## src/rtl/core/ccfg_pkg.sv

```systemverilog
// ----------------------------------------------------------------------------
// ccfg_pkg - coulomb counter fuel gauge package
// Widths, constants, register indexes and divider interface types.
// ----------------------------------------------------------------------------
package ccfg_pkg;

  localparam int SMP_W     = 10;
  localparam int CUR_W     = 21;
  localparam int CAP_W     = 24;
  localparam int FRAC_W    = 26;
  localparam int HRS_W     = 16;
  localparam int MIN_W     = 6;
  localparam int CFG_W     = 16;
  localparam int CFG_IDX_W = 2;

  localparam int DIV_W     = 31;
  localparam int DVR_W     = 20;
  localparam int MUL_A_W   = 23;
  localparam int MUL_B_W   = 10;
  localparam int MUL_P_W   = MUL_A_W + MUL_B_W;

  localparam int MIN_PER_HOUR = 60;

  localparam logic signed [FRAC_W-1:0] NAH_PER_MAH = 26'sd1000000;
  localparam logic signed [CAP_W-1:0]  CAP_RESET   = 24'sd6000;
  localparam logic signed [CAP_W-1:0]  CAP_MAX     = 24'sh7FFFFF;
  localparam logic signed [CAP_W-1:0]  CAP_MIN     = 24'sh800000;
  localparam logic [HRS_W-1:0]         HOURS_SAT   = 16'hFFFF;

  localparam logic [SMP_W-1:0] OFFSET_RESET    = 10'd18;
  localparam logic [SMP_W-1:0] GAIN_RESET      = 10'd131;
  localparam logic [SMP_W-1:0] TICK_RESET      = 10'd136;
  localparam logic [HRS_W-1:0] MAX_HOURS_RESET = 16'd999;

  typedef enum logic [CFG_IDX_W-1:0] {
    REG_ADC_OFFSET  = 2'd0,
    REG_MA_PER_STEP = 2'd1,
    REG_TICK_UMIN   = 2'd2,
    REG_MAX_HOURS   = 2'd3
  } cfg_reg_t;

  typedef struct packed {
    logic             start;
    logic [DIV_W-1:0] dividend;
    logic [DVR_W-1:0] divisor;
  } div_req_t;

  typedef struct packed {
    logic             done;
    logic [DIV_W-1:0] quot;
    logic [DVR_W-1:0] rem;
  } div_res_t;

endpackage

```

## src/rtl/core/ccfg_div.sv

```systemverilog
// ----------------------------------------------------------------------------
// ccfg_div - shared unsigned divider
// Restoring divider, one quotient bit per cycle; done pulses for one cycle.
// ----------------------------------------------------------------------------
module ccfg_div
  import ccfg_pkg::*;
(
  input  logic     clk,
  input  logic     rst_n,
  input  div_req_t req,
  output div_res_t res
);

  localparam int CNT_W = $clog2(DIV_W + 1);

  logic [DIV_W-1:0] q_r, q_nxt;
  logic [DVR_W-1:0] r_r, r_nxt;
  logic [DVR_W-1:0] d_r, d_nxt;
  logic [CNT_W-1:0] cnt_r, cnt_nxt;
  logic             busy_r, busy_nxt;
  logic             done_r, done_nxt;

  logic [DVR_W:0]   trial;
  logic [DVR_W:0]   sub;
  logic             fits;

  assign trial = {r_r, q_r[DIV_W-1]};
  assign sub   = trial - {1'b0, d_r};
  assign fits  = trial >= {1'b0, d_r};

  always_comb begin
    q_nxt    = q_r;
    r_nxt    = r_r;
    d_nxt    = d_r;
    cnt_nxt  = cnt_r;
    busy_nxt = busy_r;
    done_nxt = 1'b0;
    if (req.start) begin
      q_nxt    = req.dividend;
      r_nxt    = '0;
      d_nxt    = req.divisor;
      cnt_nxt  = CNT_W'(DIV_W);
      busy_nxt = 1'b1;
    end else if (busy_r) begin
      q_nxt   = {q_r[DIV_W-2:0], fits};
      r_nxt   = fits ? sub[DVR_W-1:0] : trial[DVR_W-1:0];
      cnt_nxt = cnt_r - CNT_W'(1);
      if (cnt_r == CNT_W'(1)) begin
        busy_nxt = 1'b0;
        done_nxt = 1'b1;
      end
    end
  end

  always_ff @(posedge clk) begin
    if (!rst_n) begin
      cnt_r  <= '0;
      busy_r <= 1'b0;
      done_r <= 1'b0;
    end else begin
      cnt_r  <= cnt_nxt;
      busy_r <= busy_nxt;
      done_r <= done_nxt;
    end
  end

  always_ff @(posedge clk) begin
    q_r <= q_nxt;
    r_r <= r_nxt;
    d_r <= d_nxt;
  end

  assign res.done = done_r;
  assign res.quot = q_r;
  assign res.rem  = r_r;

endmodule

```

## src/rtl/core/coulomb_counter_fuel_gauge.sv

```systemverilog
// ----------------------------------------------------------------------------
// coulomb_counter_fuel_gauge - battery fuel gauge by charge counting
// Each sample passes through the current and charge multiplies, a charge division
// and an mAh carry loop that carries one mAh per step; when remaining time is
// computed, two more divisions follow on the shared divider.
// Throughput: one item at a time; the next item is accepted the cycle after
// the result enters the output register. Synchronous active-low reset.
// ----------------------------------------------------------------------------
module coulomb_counter_fuel_gauge
  import ccfg_pkg::*;
(
  input  logic                     clk,
  input  logic                     rst_n,
  input  logic                     in_valid,
  output logic                     in_ready,
  input  logic [SMP_W-1:0]         in_adc_sample,
  output logic                     out_valid,
  input  logic                     out_ready,
  output logic signed [CUR_W-1:0]  out_current_ma,
  output logic signed [CAP_W-1:0]  out_capacity_mah,
  output logic [HRS_W-1:0]         out_hours_left,
  output logic [MIN_W-1:0]         out_minutes_left,
  output logic                     out_time_valid,
  input  logic                     cfg_we,
  input  logic [CFG_IDX_W-1:0]     cfg_index,
  input  logic [CFG_W-1:0]         cfg_wdata
);

  typedef enum logic [11:0] {
    S_IDLE  = 12'b0000_0000_0001,
    S_MUL_I = 12'b0000_0000_0010,
    S_MUL_C = 12'b0000_0000_0100,
    S_CHG   = 12'b0000_0000_1000,
    S_CHGW  = 12'b0000_0001_0000,
    S_CARRY = 12'b0000_0010_0000,
    S_SAT   = 12'b0000_0100_0000,
    S_TDIV  = 12'b0000_1000_0000,
    S_TDIVW = 12'b0001_0000_0000,
    S_HDIV  = 12'b0010_0000_0000,
    S_HDIVW = 12'b0100_0000_0000,
    S_DONE  = 12'b1000_0000_0000
  } state_t;

  localparam logic signed [CAP_W:0] CAPW_MAX = {CAP_MAX[CAP_W-1], CAP_MAX};
  localparam logic signed [CAP_W:0] CAPW_MIN = {CAP_MIN[CAP_W-1], CAP_MIN};

  state_t state_r, state_nxt;

  // configuration
  logic [SMP_W-1:0] offset_r, offset_nxt;
  logic [SMP_W-1:0] gain_r, gain_nxt;
  logic [SMP_W-1:0] tick_r, tick_nxt;
  logic [HRS_W-1:0] max_hours_r, max_hours_nxt;

  // gauge state
  logic signed [FRAC_W-1:0] frac_r, frac_nxt;
  logic signed [CAP_W-1:0]  cap_r, cap_nxt;

  // working registers
  logic [SMP_W-1:0]         samp_r, samp_nxt;
  logic                     neg_r, neg_nxt;
  logic signed [CUR_W-1:0]  cur_r, cur_nxt;
  logic signed [FRAC_W-1:0] acc_r, acc_nxt;
  logic signed [CAP_W:0]    capw_r, capw_nxt;
  logic [DIV_W-1:0]         tot_r, tot_nxt;
  logic [HRS_W-1:0]         hrs_r, hrs_nxt;
  logic [MIN_W-1:0]         min_r, min_nxt;
  logic                     tv_r, tv_nxt;

  // output register
  logic                     out_valid_r, out_valid_nxt;
  logic signed [CUR_W-1:0]  out_cur_r, out_cur_nxt;
  logic signed [CAP_W-1:0]  out_cap_r, out_cap_nxt;
  logic [HRS_W-1:0]         out_hrs_r, out_hrs_nxt;
  logic [MIN_W-1:0]         out_min_r, out_min_nxt;
  logic                     out_tv_r, out_tv_nxt;

  // shared multiplier
  logic [MUL_A_W-1:0] mul_a;
  logic [MUL_B_W-1:0] mul_b;
  logic [MUL_P_W-1:0] mul_p_r;

  div_req_t div_req;
  div_res_t div_res;

  logic signed [SMP_W:0]    diff;
  logic [SMP_W:0]           diff_abs;
  logic [CUR_W-1:0]         cur_mag;
  logic [CUR_W-1:0]         cur_abs;
  logic signed [FRAC_W-1:0] charge;
  logic                     cur_neg;
  logic                     cur_pos;
  logic signed [CAP_W-1:0]  cap_clamp;
  logic signed [CAP_W-1:0]  cap_fix;
  logic [DIV_W-1:0]         hq;

  assign diff     = $signed({1'b0, samp_r}) - $signed({1'b0, offset_r});
  assign diff_abs = diff[SMP_W] ? (-diff) : diff;
  assign cur_mag  = {1'b0, mul_p_r[CUR_W-2:0]};
  assign cur_abs  = -cur_r;
  assign cur_neg  = cur_r[CUR_W-1];
  assign cur_pos  = !cur_r[CUR_W-1] && (cur_r != '0);
  assign charge   = $signed({1'b0, div_res.quot[FRAC_W-2:0]});
  assign hq       = div_res.quot;

  always_comb begin
    if (capw_r > CAPW_MAX) begin
      cap_clamp = CAP_MAX;
    end else if (capw_r < CAPW_MIN) begin
      cap_clamp = CAP_MIN;
    end else begin
      cap_clamp = capw_r[CAP_W-1:0];
    end
    cap_fix = (cap_clamp[CAP_W-1] && cur_pos) ? '0 : cap_clamp;
  end

  always_comb begin
    state_nxt     = state_r;
    offset_nxt    = offset_r;
    gain_nxt      = gain_r;
    tick_nxt      = tick_r;
    max_hours_nxt = max_hours_r;
    frac_nxt      = frac_r;
    cap_nxt       = cap_r;
    samp_nxt      = samp_r;
    neg_nxt       = neg_r;
    cur_nxt       = cur_r;
    acc_nxt       = acc_r;
    capw_nxt      = capw_r;
    tot_nxt       = tot_r;
    hrs_nxt       = hrs_r;
    min_nxt       = min_r;
    tv_nxt        = tv_r;
    out_valid_nxt = out_valid_r && !out_ready;
    out_cur_nxt   = out_cur_r;
    out_cap_nxt   = out_cap_r;
    out_hrs_nxt   = out_hrs_r;
    out_min_nxt   = out_min_r;
    out_tv_nxt    = out_tv_r;
    mul_a         = '0;
    mul_b         = '0;
    div_req       = '0;

    if (cfg_we) begin
      case (cfg_reg_t'(cfg_index))
        REG_ADC_OFFSET:  offset_nxt    = cfg_wdata[SMP_W-1:0];
        REG_MA_PER_STEP: gain_nxt      = cfg_wdata[SMP_W-1:0];
        REG_TICK_UMIN:   tick_nxt      = cfg_wdata[SMP_W-1:0];
        REG_MAX_HOURS:   max_hours_nxt = cfg_wdata[HRS_W-1:0];
        default: ;
      endcase
    end

    case (state_r)
      S_IDLE: begin
        if (in_valid) begin
          samp_nxt  = in_adc_sample;
          state_nxt = S_MUL_I;
        end
      end
      S_MUL_I: begin
        mul_a     = MUL_A_W'(diff_abs);
        mul_b     = gain_r;
        neg_nxt   = diff[SMP_W];
        state_nxt = S_MUL_C;
      end
      S_MUL_C: begin
        cur_nxt   = neg_r ? $signed(-cur_mag) : $signed(cur_mag);
        mul_a     = MUL_A_W'(cur_mag);
        mul_b     = tick_r;
        state_nxt = S_CHG;
      end
      S_CHG: begin
        div_req.start    = 1'b1;
        div_req.dividend = mul_p_r[DIV_W-1:0];
        div_req.divisor  = DVR_W'(MIN_PER_HOUR);
        state_nxt        = S_CHGW;
      end
      S_CHGW: begin
        if (div_res.done) begin
          acc_nxt   = cur_neg ? (frac_r - charge) : (frac_r + charge);
          capw_nxt  = {cap_r[CAP_W-1], cap_r};
          state_nxt = S_CARRY;
        end
      end
      S_CARRY: begin
        if (acc_r > NAH_PER_MAH) begin
          acc_nxt  = acc_r - NAH_PER_MAH;
          capw_nxt = capw_r + (CAP_W+1)'(1);
        end else if (acc_r < -NAH_PER_MAH) begin
          acc_nxt  = acc_r + NAH_PER_MAH;
          capw_nxt = capw_r - (CAP_W+1)'(1);
        end else begin
          state_nxt = S_SAT;
        end
      end
      S_SAT: begin
        cap_nxt  = cap_fix;
        frac_nxt = acc_r;
        mul_a    = cap_fix[MUL_A_W-1:0];
        mul_b    = MUL_B_W'(MIN_PER_HOUR);
        if (cur_neg && !cap_fix[CAP_W-1]) begin
          state_nxt = S_TDIV;
        end else begin
          hrs_nxt   = '0;
          min_nxt   = '0;
          tv_nxt    = 1'b0;
          state_nxt = S_DONE;
        end
      end
      S_TDIV: begin
        div_req.start    = 1'b1;
        div_req.dividend = mul_p_r[DIV_W-1:0];
        div_req.divisor  = cur_abs[DVR_W-1:0];
        state_nxt        = S_TDIVW;
      end
      S_TDIVW: begin
        if (div_res.done) begin
          tot_nxt   = div_res.quot;
          state_nxt = S_HDIV;
        end
      end
      S_HDIV: begin
        div_req.start    = 1'b1;
        div_req.dividend = tot_r;
        div_req.divisor  = DVR_W'(MIN_PER_HOUR);
        state_nxt        = S_HDIVW;
      end
      S_HDIVW: begin
        if (div_res.done) begin
          hrs_nxt   = (|hq[DIV_W-1:HRS_W]) ? HOURS_SAT : hq[HRS_W-1:0];
          min_nxt   = div_res.rem[MIN_W-1:0];
          tv_nxt    = hq <= DIV_W'(max_hours_r);
          state_nxt = S_DONE;
        end
      end
      S_DONE: begin
        if (!out_valid_r || out_ready) begin
          out_valid_nxt = 1'b1;
          out_cur_nxt   = cur_r;
          out_cap_nxt   = cap_r;
          out_hrs_nxt   = hrs_r;
          out_min_nxt   = min_r;
          out_tv_nxt    = tv_r;
          state_nxt     = S_IDLE;
        end
      end
      default: state_nxt = S_IDLE;
    endcase
  end

  always_ff @(posedge clk) begin
    if (!rst_n) begin
      state_r     <= S_IDLE;
      offset_r    <= OFFSET_RESET;
      gain_r      <= GAIN_RESET;
      tick_r      <= TICK_RESET;
      max_hours_r <= MAX_HOURS_RESET;
      frac_r      <= '0;
      cap_r       <= CAP_RESET;
      out_valid_r <= 1'b0;
    end else begin
      state_r     <= state_nxt;
      offset_r    <= offset_nxt;
      gain_r      <= gain_nxt;
      tick_r      <= tick_nxt;
      max_hours_r <= max_hours_nxt;
      frac_r      <= frac_nxt;
      cap_r       <= cap_nxt;
      out_valid_r <= out_valid_nxt;
    end
  end

  always_ff @(posedge clk) begin
    samp_r    <= samp_nxt;
    neg_r     <= neg_nxt;
    cur_r     <= cur_nxt;
    acc_r     <= acc_nxt;
    capw_r    <= capw_nxt;
    tot_r     <= tot_nxt;
    hrs_r     <= hrs_nxt;
    min_r     <= min_nxt;
    tv_r      <= tv_nxt;
    out_cur_r <= out_cur_nxt;
    out_cap_r <= out_cap_nxt;
    out_hrs_r <= out_hrs_nxt;
    out_min_r <= out_min_nxt;
    out_tv_r  <= out_tv_nxt;
    mul_p_r   <= MUL_P_W'(mul_a) * MUL_P_W'(mul_b);
  end

  ccfg_div u_div (
    .clk   (clk),
    .rst_n (rst_n),
    .req   (div_req),
    .res   (div_res)
  );

  assign in_ready         = (state_r == S_IDLE);
  assign out_valid        = out_valid_r;
  assign out_current_ma   = out_cur_r;
  assign out_capacity_mah = out_cap_r;
  assign out_hours_left   = out_hrs_r;
  assign out_minutes_left = out_min_r;
  assign out_time_valid   = out_tv_r;

  a_frac_range: assert property (@(posedge clk) disable iff (!rst_n)
    (frac_r <= NAH_PER_MAH) && (frac_r >= -NAH_PER_MAH))
    else $error("charge fraction out of range");

  a_time_valid: assert property (@(posedge clk) disable iff (!rst_n)
    (out_valid && out_time_valid) |->
      (out_current_ma[CUR_W-1] && !out_capacity_mah[CAP_W-1]))
    else $error("time valid without discharge or with negative capacity");

  a_minutes: assert property (@(posedge clk) disable iff (!rst_n)
    out_valid |-> (out_minutes_left < MIN_W'(MIN_PER_HOUR)))
    else $error("minutes out of range");

  a_div_done: assert property (@(posedge clk) disable iff (!rst_n)
    div_res.done |->
      ((state_r == S_CHGW) || (state_r == S_TDIVW) || (state_r == S_HDIVW)))
    else $error("divider result outside a wait state");

endmodule
```

## config.mk

```make
export PLATFORM = sky130hd
export DESIGN_NAME = coulomb_counter_fuel_gauge
export DESIGN_NICKNAME = d
export VERILOG_FILES = /design/src/rtl/core/ccfg_pkg.sv /design/src/rtl/core/ccfg_div.sv /design/src/rtl/core/coulomb_counter_fuel_gauge.sv
export SDC_FILE = /design/constraint.sdc
export NUM_CORES = 1
export LEC_CHECK = 0
export BUFFER_PORTS_ARGS = -buffer_cell sky130_fd_sc_hd__buf_2
export CORE_AREA = 2 2 165 328
export DETAILED_ROUTE_END_ITERATION = 8
export DIE_AREA = 0 0 167 330
export GPL_TIMING_DRIVEN = 0
export HOLD_SLACK_MARGIN = 0.03
export PLACE_DENSITY = 0.72
export SLEW_MARGIN = 20
export SYNTH_ARGS = -nofsm -noshare
export SYNTH_HDL_FRONTEND = slang
export SYNTH_HIERARCHICAL = 1
export SYNTH_SLANG_ARGS = --single-unit
export TNS_END_PERCENT = 5
```

## constraint.sdc

```tcl
create_clock -name clk -period 9.4 [get_ports clk]
set_input_delay 0.94 -clock clk [delete_from_list [all_inputs] [get_ports clk]]
set_output_delay 0.94 -clock clk [all_outputs]
set_load 0.05 [all_outputs]
```

* Word-level counts from Yosys, hierarchy flattened *
Cells that the tools add are included.

storage, ports and cells
  register bits = 423
  bits of input ports = 33
  output and inout bits = 70
  word-level logic and storage cells = 149

cells by class
  add/subtract/negate cells = 12
  multiply operators = 1
  magnitude comparators = 6
  eq/ne operators = 25
  muxes and demuxes = 47
  bitwise logic cells = 2
  reductions and logical operators = 26

operators with widths
  cell                                                                     count
  52-bit one-hot mux with 3 select lines                                   1
  12-bit one-hot mux with 12 select lines                                  1
  26-bit two-way mux                                                       4
  12-bit two-way mux                                                       8
  25-bit two-way mux                                                       3
  24-bit two-way mux                                                       3
  23-bit one-hot mux with 3 select lines                                   1
  31-bit two-way mux                                                       2
  26-bit one-hot mux with 2 select lines                                   1
  25-bit one-hot mux with 2 select lines                                   1
  16-bit two-way mux                                                       3
  20-bit two-way mux                                                       2
  16-bit one-hot mux with 2 select lines                                   1
  31-bit by 16-bit <= comparator with 1-bit output                         1
  23-bit by 10-bit multiplier with 31-bit output                           1
  10-bit one-hot mux with 3 select lines                                   1
  26-bit by 21-bit adder with 26-bit output (second input constant)        1
  26-bit adder                                                             1
  26-bit by 21-bit > comparator with 1-bit output (second input constant)  1
  26-bit by 21-bit < comparator with 1-bit output (second input constant)  1
  26-bit by 21-bit subtractor with 26-bit output (second input constant)   1
  26-bit subtractor                                                        1
  25-bit by 2-bit adder with 25-bit output (second input constant)         1
  25-bit by 24-bit > comparator with 1-bit output (second input constant)  1
  other kinds (45)                                                         77

* Logic depth before layout (Yosys ltp) *
Gate-level depths: netlist of the first run.

  depth after elaboration = 9
  depth in mapped cells = 36
  gate-level depth less buffers = 35

* Hierarchy *
The synthesis of the first run kept the hierarchy.

by module, submodules not included
  module                      instances  cells an instance  area each (µm²)  sequential area each (µm²)
  coulomb_counter_fuel_gauge  1          2,558              24,274.5         8,958.6
  ccfg_div                    1          384                4,291.6          2,072.0

* Least setup slack after synthesis of the first run *
OpenSTA, ideal clock, no wires.

  kind = reg2reg
  start point = reg samp_r[0]
  end point = reg mul_p_r[30]
  setup time = 0.072 ns
  data arrival time = 7.897 ns
  required time = 9.328 ns
  path slack = 1.431 ns
  cell stages (with the launch flop) = 34
  path buffers = 0
  period minus slack after synthesis = 7.969 ns
  cell sequence = edfxtp_1 inv_1 ha_1 inv_1 fa_1 a21o_1 a21oi_1 o21bai_1 a211oi_1 a21oi_1 a31oi_1 o21ai_0 xnor2_1 a221oi_1 nor2_1 fa_1 inv_1 fa_1 inv_1 fa_1 fa_1 inv_1 fa_1 inv_1 ha_1 or4_1 o22a_1 a31o_2 a31oi_1 o21ai_1 o31ai_1 nand2b_1 a21oi_1 xnor2_1

on the way
  word-level cells in the longest chain between the ends = 5

RTL lines
  item                                                line                               source
  from (decl)                                         coulomb_counter_fuel_gauge.sv:60   logic [SMP_W-1:0] samp_r, samp_nxt;
  from (signal assigned)                              coulomb_counter_fuel_gauge.sv:275  samp_r <= samp_nxt;
  10-bit by 10-bit subtractor with 11-bit output (*)  coulomb_counter_fuel_gauge.sv:97   assign diff = $signed({1'b0, samp_r}) - $signed({1'b0, offset_r});
  11-bit negator                                      coulomb_counter_fuel_gauge.sv:98   assign diff_abs = diff[SMP_W] ? (-diff) : diff;
  11-bit two-way mux (*)                              coulomb_counter_fuel_gauge.sv:98
  23-bit one-hot mux with 3 select lines (*)          coulomb_counter_fuel_gauge.sv:154  case (state_r)
  23-bit by 10-bit multiplier with 31-bit output (*)  coulomb_counter_fuel_gauge.sv:289  mul_p_r <= MUL_P_W'(mul_a) * MUL_P_W'(mul_b);
  to (signal assigned)                                coulomb_counter_fuel_gauge.sv:289
  to (decl)                                           coulomb_counter_fuel_gauge.sv:81   logic [MUL_P_W-1:0] mul_p_r;

Every way passes the cells marked *; elsewhere a longest branch is shown, timed or not.
A chain may end at the register's enable or synchronous reset.

* Final worst setup path of the first run *
  start point = reg cur_r[0]
  end point = reg mul_p_r[30]

on the way
  word-level cells in the longest chain between the ends = 6

RTL lines
  item                                            line                               source
  from (decl)                                     coulomb_counter_fuel_gauge.sv:62   logic signed [CUR_W-1:0] cur_r, cur_nxt;
  from (signal assigned)                          coulomb_counter_fuel_gauge.sv:277  cur_r <= cur_nxt;
  21-bit nonzero test                             coulomb_counter_fuel_gauge.sv:102  assign cur_pos = !cur_r[CUR_W-1] && (cur_r != '0);
  1-bit logical AND                               coulomb_counter_fuel_gauge.sv:102
  1-bit logical AND                               coulomb_counter_fuel_gauge.sv:114  cap_fix = (cap_clamp[CAP_W-1] && cur_pos) ? '0 : cap_clamp;
  24-bit two-way mux                              coulomb_counter_fuel_gauge.sv:114
  23-bit one-hot mux with 3 select lines          coulomb_counter_fuel_gauge.sv:154
  23-bit by 10-bit multiplier with 31-bit output  coulomb_counter_fuel_gauge.sv:289

No other way between the ends.

==> metrics.txt, run 1 <==
# TYPE chip_impl_metric gauge
chip_impl_metric{name="power_leakage",unit="uW"} 0.0133
chip_impl_metric{name="pwr_per_cell_area",unit="mW/mm^2"} 143
chip_impl_info{name="cts_tree",value="done"} 1
chip_impl_metric{name="final_core_utilization",unit="%"} 60.1
chip_impl_info{name="synthFlopType",value="edfxtp_1"} 1
chip_impl_metric{name="final.setup_skew",unit="ps"} 15.0
chip_impl_metric{name="grt_pass1_wl",unit="microns"} 133000
chip_impl_metric{name="die-width",unit="microns"} 167
chip_impl_metric{name="worst_setup_margin",unit="ps"} 427
chip_impl_metric{name="hold_viol_final",unit=""} 0
chip_impl_metric{name="via_count",unit=""} 22900
chip_impl_metric{name="antenna_found_initial",unit=""} 1
chip_impl_metric{name="yosysWarningCount",unit=""} 6
chip_impl_metric{name="synthToLayoutAreaGrowth",unit="%"} 10.5
chip_impl_info{name="worst_setup_path_end_kind",value="register"} 1
chip_impl_info{name="post_synth_most_frequent_cells",value="nand2_1 (358), nor2_1 (291), inv_1 (272)"} 1
chip_impl_metric{name="setup_viol",unit=""} 0
chip_impl_metric{name="placer_congestion_estimate",unit=""} 1.03
chip_impl_metric{name="routed_wirelength",unit="microns"} 87200
chip_impl_metric{name="port_buffers",unit=""} 101
chip_impl_metric{name="boundaryPins",unit=""} 103
chip_impl_metric{name="yosysTopAreaCellShare",unit="%"} 26.9
chip_impl_metric{name="period_share",unit="%"} 95.5
chip_impl_metric{name="maxClockFrequency",unit="MHz"} 111
chip_impl_metric{name="routed_via_count_divided_by_cell_count",unit=""} 6.01
chip_impl_metric{name="placementRows",unit=""} 119
chip_impl_metric{name="initial_core_util",unit="%"} 54.4
chip_impl_info{name="top_cells_by_area_in_the_synthesized_netlist",value="edfxtp_1 (27%), fa_1 (12%), dfxtp_1 (12%), ha_1 (7.1%), nand2_1 (4.7%)"} 1
chip_impl_metric{name="synth-async-reset-ratio",unit="%"} 0
chip_impl_metric{name="timing.critical_path.fanout_max",unit=""} 10
chip_impl_metric{name="dp.final_hpwl",unit="microns"} 69700
chip_impl_info{name="yosysMostFrequentCell",value="nand2_1"} 1
chip_impl_info{name="rsz_0062_raised_after_global_routing",value="no"} 1
chip_impl_info{name="rr_startpoint",value="cur_r[0]$_DFFE_PN_"} 1
chip_impl_metric{name="grt_max_degree",unit=""} 46
chip_impl_info{name="worstHoldStart",value="min_r[4]$_SDFFCE_PP0P_"} 1
chip_impl_metric{name="drcViolationCount",unit=""} 0
chip_impl_metric{name="cts_made_buffers",unit=""} 40
chip_impl_metric{name="globalRoute.totalOverflow",unit=""} 0
chip_impl_metric{name="max-clock-path-buffers",unit=""} 3
chip_impl_info{name="cp_slowest_cell",value="or4_4"} 1
chip_impl_metric{name="postSynthCellCount",unit=""} 2942
chip_impl_info{name="hold_path.class",value="reg2reg"} 1
chip_impl_metric{name="grt_pass1_vias",unit=""} 24300
chip_impl_metric{name="cp_data_required_time",unit="ps"} 9890
chip_impl_info{name="startpoint",value="cur_r[0]$_DFFE_PN_"} 1
chip_impl_metric{name="count_of_unique_library_cells_instantiated_by_yosys",unit=""} 100
chip_impl_metric{name="drt_first_pass_iters",unit=""} 6
chip_impl_info{name="cts-root-buf",value="clkbuf_16"} 1
chip_impl_metric{name="core",unit="sq mm"} 0.0526
chip_impl_metric{name="vdd_drop_max",unit="V"} 0.000211
chip_impl_info{name="status",value="finished, final reports clean"} 1
chip_impl_metric{name="drt_iter0_markers",unit=""} 1722
chip_impl_metric{name="gr-usage-all-layers",unit="%"} 31.6
chip_impl_metric{name="die_height",unit="microns"} 330
chip_impl_metric{name="die_area",unit="sq mm"} 0.0551
chip_impl_metric{name="fillers",unit=""} 4502
chip_impl_metric{name="slew-limit-headroom",unit="%"} 28.1
chip_impl_info{name="synth.largest_area_cell",value="edfxtp_1"} 1
chip_impl_metric{name="numClockSinks",unit=""} 423
chip_impl_metric{name="drive_above_1_share",unit="%"} 9.60
chip_impl_metric{name="ys_seq_area_share",unit="%"} 38.6
chip_impl_metric{name="h-tree-depth",unit=""} 2
chip_impl_metric{name="worstSkewPairLatency",unit="ps"} 570
chip_impl_metric{name="setup_total_negative_slack",unit="ps"} 0
chip_impl_metric{name="worstMarginPinSlew",unit="ps"} 1070
chip_impl_metric{name="synth.cell_area",unit="sq mm"} 0.0286
chip_impl_metric{name="pre_cts_ws",unit="ps"} -105
chip_impl_metric{name="slew_violations",unit=""} 0
chip_impl_metric{name="synth_enable_flop_cells",unit=""} 256
chip_impl_metric{name="nNetsFinal",unit=""} 3477
chip_impl_metric{name="cts.reportedPaths.clkPinSlew",unit="ps"} 70
chip_impl_metric{name="hold_buffers",unit=""} 0
chip_impl_metric{name="tmin_final",unit="ps"} 8970
chip_impl_metric{name="worst-endpoint-arrival",unit="ps"} 9460
chip_impl_metric{name="cap_viol_max_count",unit=""} 0
chip_impl_metric{name="postRouteAntennaNets",unit=""} 0
chip_impl_info{name="most_frequent_cell_on_the_critical_path",value="fa_1"} 1
chip_impl_metric{name="postSynthRegisterBits",unit=""} 423
chip_impl_metric{name="wire_per_inst",unit="microns"} 22.9
chip_impl_info{name="critPathKind",value="reg2reg"} 1
chip_impl_metric{name="syn_area_per_cell",unit="sq um"} 9.71
chip_impl_metric{name="total_power",unit="uW"} 4520
chip_impl_info{name="worst_setup_path_start_kind",value="register"} 1
chip_impl_metric{name="slowest_delay",unit="ps"} 570
chip_impl_metric{name="hold_ws",unit="ps"} 418
[per-stage QoR]
stage | instance area, sq um | cells
5_1_grt | 31600 | 3810
4_1_cts | 31400 | 3805
3_3_place_gp | 30000 | 3721
3_5_place_dp | 30100 | 3731
6_report | 31600 | 3811
2_1_floorplan | 28600 | 2955
[critical path: cells and delay by family (launching register included)]
| kind | cells | cell delay (ps) |
|---|---|---|
| fa+ha+maj | 7 | 3240 |
| flops | 1 | 510 |
| simple gates | 6 | 1340 |
| buf+inv | 6 | 660 |
| xor+xnor | 1 | 140 |
| compound gates | 11 | 2990 |
[final timing paths]
kind                                   endpoint  slack (ps)  cells past startpoint
setup / recovery            mul_p_r[30]$_DFF_P_         430                     31
setup reg to reg            mul_p_r[30]$_DFF_P_         430                     31
hold / removal    out_minutes_left[4]$_DFFE_PP_         420                      0
hold reg to reg   out_minutes_left[4]$_DFFE_PP_         420                      0
[layout make-up]
cell class / instances / area (sq um) / area share (%)
clock inverter: 23 / 199 / 0.630
inverter: 277 / 1040 / 3.29
tap: 665 / 832 / 2.63
clock buffer: 51 / 1100 / 3.50
buffer: 121 / 512 / 1.62
multi-input combinational: 2135 / 16200 / 51.3
antenna: 1 / 2.50 / 0.00792
sequential: 423 / 11000 / 34.9
timing repair buffer: 115 / 656 / 2.08
[registers in the layout (all words and copies together), names as in the netlist, 5 cells and up]
signal            cells
u_div/r_r            20
state_r              12
samp_r               10
out_minutes_left      6
max_hours_r          16
gain_r               10
capw_r               25
u_div/cnt_r           5
tick_r               10
tot_r                31
out_capacity_mah     24
hrs_r                16
out_hours_left       16
frac_r               26
min_r                 6
cur_r                21
out_current_ma       21
cap_r                24
u_div/d_r            20
mul_p_r              31
u_div/q_r            31
acc_r                26
offset_r             10
[layout by cell type, fill, tap and decap left out, types with 16 or more instances in the layout]
cell       count
clkbuf_1     101
mux2i_1       22
mux2_2        30
o211ai_1      23
edfxtp_1     256
a21oi_1      184
nand2_1      358
a21o_1        57
ha_1         162
nor2b_1       16
and3_1        19
o21a_1        38
nor3_1        38
o21ai_1       19
and2_1        23
xor2_1        64
inv_1        271
clkbuf_16     42
nand3_1       25
nand2b_1      32
a22o_1        40
nor2_1       290
xnor2_1      114
fa_1         169
o21ai_0      118
buf_2        112
dfxtp_1      167
[power breakdown]
part	internal [uW]	leakage, uW	switching, uW
registers	2020	0.00353	48.1
logic	257	0.00909	531
clock network	900	0.000636	758
total	3180	0.0133	1340
[cells by family (layout without fill, tap and decap cells)]
kind of cell | count (synthesis) | count (layout) | share of synthesized area (%)
xor gates and xnor gates | 179 | 179 | 5.49
adders and majority gates | 331 | 331 | 18.9
and+or+nand+nor | 915 | 915 | 14.6
muxes | 52 | 52 | 1.95
AOI/OAI and AO/OA | 642 | 643 | 14.9
DFF | 423 | 423 | 38.6
buffers and inverters | 398 | 587 | 5.42
other | 2 | 16 | 0.0263
[repair_timing]
| action | CTS | global route |
|---|---|---|
| pin swaps | 0 | 2 |
| hold endpoints to repair | 0 | 0 |
| setup buffers | 0 | 4 |
| gates resized for setup | 1 | 14 |
| setup endpoints to repair | 3 | 7 |
| cloned | 0 | 1 |
[per-layer routing]
metal,track usage [%],routed length (microns),vias up
li1,-,-,10500
met1,30.2,28400,11200
met2,59.8,46100,897
met3,4.01,4340,358
met4,25.6,8410,2
met5,0,16,-
(Power assumes the default switching activity.)
==> run 2, diff against run 1 <==
--- a/config.mk
+++ b/config.mk
@@ -12,6 +12,7 @@
 export GPL_TIMING_DRIVEN = 0
 export HOLD_SLACK_MARGIN = 0.03
 export PLACE_DENSITY = 0.72
+export RECOVER_POWER = 100
 export SLEW_MARGIN = 20
 export SYNTH_ARGS = -nofsm -noshare
 export SYNTH_HDL_FRONTEND = slang
==> run 2 against run 1 <==
Net effect: the run now ends with max-capacitance violations, max-slew violations left; sequential power about the same; cell count about the same; sequential share of layout area up 0.29 points; critical endpoint unchanged; largest cell class unchanged; largest power group unchanged.
==> metrics.txt, run 2 (synthesis gave the netlist of run 1 again) <==
# TYPE chip_impl_metric gauge
chip_impl_info{name="endpoint_of_the_worst_hold_path",value="out_minutes_left[4]$_DFFE_PP_"} 1
chip_impl_metric{name="reg2reg_depth",unit=""} 29
chip_impl_metric{name="final_non_filler_cell_total",unit=""} 3810
chip_impl_metric{name="cap_viol_max_count",unit=""} 6
chip_impl_metric{name="period_share",unit="%"} 95.8
chip_impl_metric{name="slowest_delay",unit="ps"} 570
chip_impl_info{name="status",value="finished with violations"} 1
chip_impl_info{name="biggestRegsByFlops",value="mul_p_r (31), tot_r (31), u_div/q_r (31)"} 1
chip_impl_metric{name="worstMarginPinSlew",unit="ps"} 2600
chip_impl_metric{name="grt_pass1_vias",unit=""} 24300
chip_impl_info{name="most_frequent_cell_on_the_critical_path",value="fa_1"} 1
chip_impl_info{name="critPathKind",value="reg2reg"} 1
chip_impl_metric{name="worstSkewPairLatency",unit="ps"} 570
chip_impl_metric{name="worst-endpoint-arrival",unit="ps"} 9500
chip_impl_metric{name="hold_buffers",unit=""} 0
chip_impl_info{name="violations_in_the_final_reports",value="max-capacitance violations, max-slew violations"} 1
chip_impl_metric{name="hold_depth",unit=""} 0
chip_impl_metric{name="final.setup_skew",unit="ps"} 18.4
chip_impl_info{name="worst_setup_path_end_kind",value="register"} 1
chip_impl_metric{name="grt_max_degree",unit=""} 46
chip_impl_metric{name="final_core_utilization",unit="%"} 59.6
chip_impl_metric{name="numClockSinks",unit=""} 423
chip_impl_metric{name="routed_via_count_divided_by_cell_count",unit=""} 5.99
chip_impl_metric{name="synthToLayoutAreaGrowth",unit="%"} 9.62
chip_impl_metric{name="grt_pass1_wl",unit="microns"} 133000
chip_impl_metric{name="max-clock-path-buffers",unit=""} 3
chip_impl_info{name="hold_path.class",value="reg2reg"} 1
chip_impl_metric{name="routed_wirelength",unit="microns"} 87200
chip_impl_metric{name="cts_made_buffers",unit=""} 40
chip_impl_metric{name="port_buffers",unit=""} 101
chip_impl_metric{name="nNetsFinal",unit=""} 3477
chip_impl_metric{name="vdd_drop_max",unit="V"} 0.000211
chip_impl_metric{name="boundaryPins",unit=""} 103
chip_impl_metric{name="h-tree-depth",unit=""} 2
chip_impl_metric{name="drt_first_pass_iters",unit=""} 6
chip_impl_metric{name="cts.reportedPaths.clkPinSlew",unit="ps"} 70
chip_impl_metric{name="initial_core_util",unit="%"} 54.4
chip_impl_metric{name="placer_congestion_estimate",unit=""} 1.03
chip_impl_metric{name="via_count",unit=""} 22800
chip_impl_metric{name="placementRows",unit=""} 119
chip_impl_metric{name="die-width",unit="microns"} 167
chip_impl_metric{name="reg2reg_setup_slack",unit="ps"} 400
chip_impl_metric{name="drive_above_1_share",unit="%"} 6.36
chip_impl_metric{name="pre_cts_ws",unit="ps"} -105
chip_impl_metric{name="globalRoute.totalOverflow",unit=""} 0
chip_impl_info{name="rsz_0062_raised_after_global_routing",value="no"} 1
chip_impl_metric{name="cp_data_required_time",unit="ps"} 9890
chip_impl_metric{name="post-place-cells",unit=""} 3731
chip_impl_metric{name="die_height",unit="microns"} 330
chip_impl_metric{name="maxClockFrequency",unit="MHz"} 111
chip_impl_info{name="final_common_cell",value="nand2_1"} 1
chip_impl_info{name="worstHoldStart",value="min_r[4]$_SDFFCE_PP0P_"} 1
chip_impl_metric{name="worst_setup_margin",unit="ps"} 397
chip_impl_info{name="rr_startpoint",value="cur_r[0]$_DFFE_PN_"} 1
chip_impl_metric{name="setup_viol",unit=""} 0
chip_impl_info{name="most-common-layout-cells",value="nand2_1 (358), nor2_1 (296), inv_1 (273)"} 1
chip_impl_info{name="worst_setup_path_start_kind",value="register"} 1
chip_impl_metric{name="gr-usage-all-layers",unit="%"} 31.6
chip_impl_metric{name="timing.critical_path.fanout_max",unit=""} 9
chip_impl_metric{name="slew-limit-headroom",unit="%"} -73.2
chip_impl_metric{name="die_area",unit="sq mm"} 0.0551
chip_impl_metric{name="drcViolationCount",unit=""} 0
chip_impl_metric{name="drt_iter0_markers",unit=""} 1718
chip_impl_info{name="cts-root-buf",value="clkbuf_16"} 1
chip_impl_info{name="cts_tree",value="done"} 1
chip_impl_metric{name="tmin_final",unit="ps"} 9000
chip_impl_metric{name="pwr_per_cell_area",unit="mW/mm^2"} 144
chip_impl_metric{name="wire_per_inst",unit="microns"} 22.9
chip_impl_metric{name="hold_viol_final",unit=""} 0
chip_impl_metric{name="postRouteAntennaNets",unit=""} 0
chip_impl_metric{name="antenna_found_initial",unit=""} 0
chip_impl_info{name="worst_r2r_endpoint",value="mul_p_r[30]$_DFF_P_"} 1
chip_impl_info{name="cp_slowest_cell",value="or4_4"} 1
chip_impl_metric{name="core",unit="sq mm"} 0.0526
chip_impl_metric{name="power_leakage",unit="uW"} 0.0130
chip_impl_metric{name="diodes",unit=""} 0
chip_impl_metric{name="slew_violations",unit=""} 130
chip_impl_metric{name="dp.final_hpwl",unit="microns"} 69700
==> run 2: cell types whose count changed in the layout (fill, tap and decap cells not counted), moves of 4 or more <==
cell,delta
clkbuf_1,+88
buf_2,-74
o21ai_0,+12
o21ai_1,-12
and2_0,+8
and2_1,-8
nor2_1,+6
buf_4,-5
buf_1,-4
nor2_4,-4
==> run 2: worst max path at each step <==
stage	startpoint	end	slack [ps]	cells after the start
global route	samp_r[0]$_DFFE_PP_	mul_p_r[30]$_DFF_P_	20	33
finish	cur_r[0]$_DFFE_PN_	mul_p_r[30]$_DFF_P_	400	29
CTS	samp_r[0]$_DFFE_PP_	mul_p_r[30]$_DFF_P_	50	32
floorplan	samp_r[0]$_DFFE_PP_	mul_p_r[30]$_DFF_P_	1430	33
global placement	state_r[1]$_SDFFE_PN0P_	mul_p_r[30]$_DFF_P_	-200	29
detailed placement	samp_r[0]$_DFFE_PP_	mul_p_r[30]$_DFF_P_	-110	33
==> run 2: power breakdown <==
group | total (uW) | switching (uW) | internal, uW | leakage (uW)
sequential | 2070 | 48.0 | 2020 | 0.00353
combinational | 784 | 529 | 254 | 0.00883
clock | 1660 | 757 | 900 | 0.000636
total | 4510 | 1330 | 3180 | 0.0130
==> run 2: layer usage <==
layer	routed length [microns]	track usage (%)
met4	8510	25.6
met2	45900	59.8
met3	4020	4.01
met5	0	0
met1	28700	30.2
==> run 2: cell type report <==
type                       instances  area [sq um]
fill                            4573         21200
tap                              665           832
timing repair buffer             115           480
clock inverter                    23           199
buffer                           121           509
clock buffer                      51          1100
inverter                         277          1040
multi-input combinational       2135         16100
sequential                       423         11000
==> run 2: timing repair <==
| action | in CTS | in global routing |
|---|---|---|
| setup endpoints to repair | 3 | 7 |
| gates cloned | 0 | 1 |
| resized for setup | 1 | 14 |
| pin swaps | 0 | 2 |
| buffers inserted | 0 | 4 |
==> run 2: stage by stage <==
stage	total power (uW)	TNS, ps	instance area [sq um]	hold slack (ps)
after floorplan	2610	0	28600	400
after global placement	2830	-203	30000	402
after detailed placement	2850	-105	30100	405
after CTS	4490	0	31400	420
after global routing	4660	0	31300	426
final	4510	0	31300	418
==> run 2: critical path, delay by kind of cell (launching register included) <==
kind            cells  cell delay (ps)
fa+ha+maj           7             3190
xor+xnor            1              140
simple gates        6             1660
flops               1              520
compound gates     10             2970
buf+inv             5              440
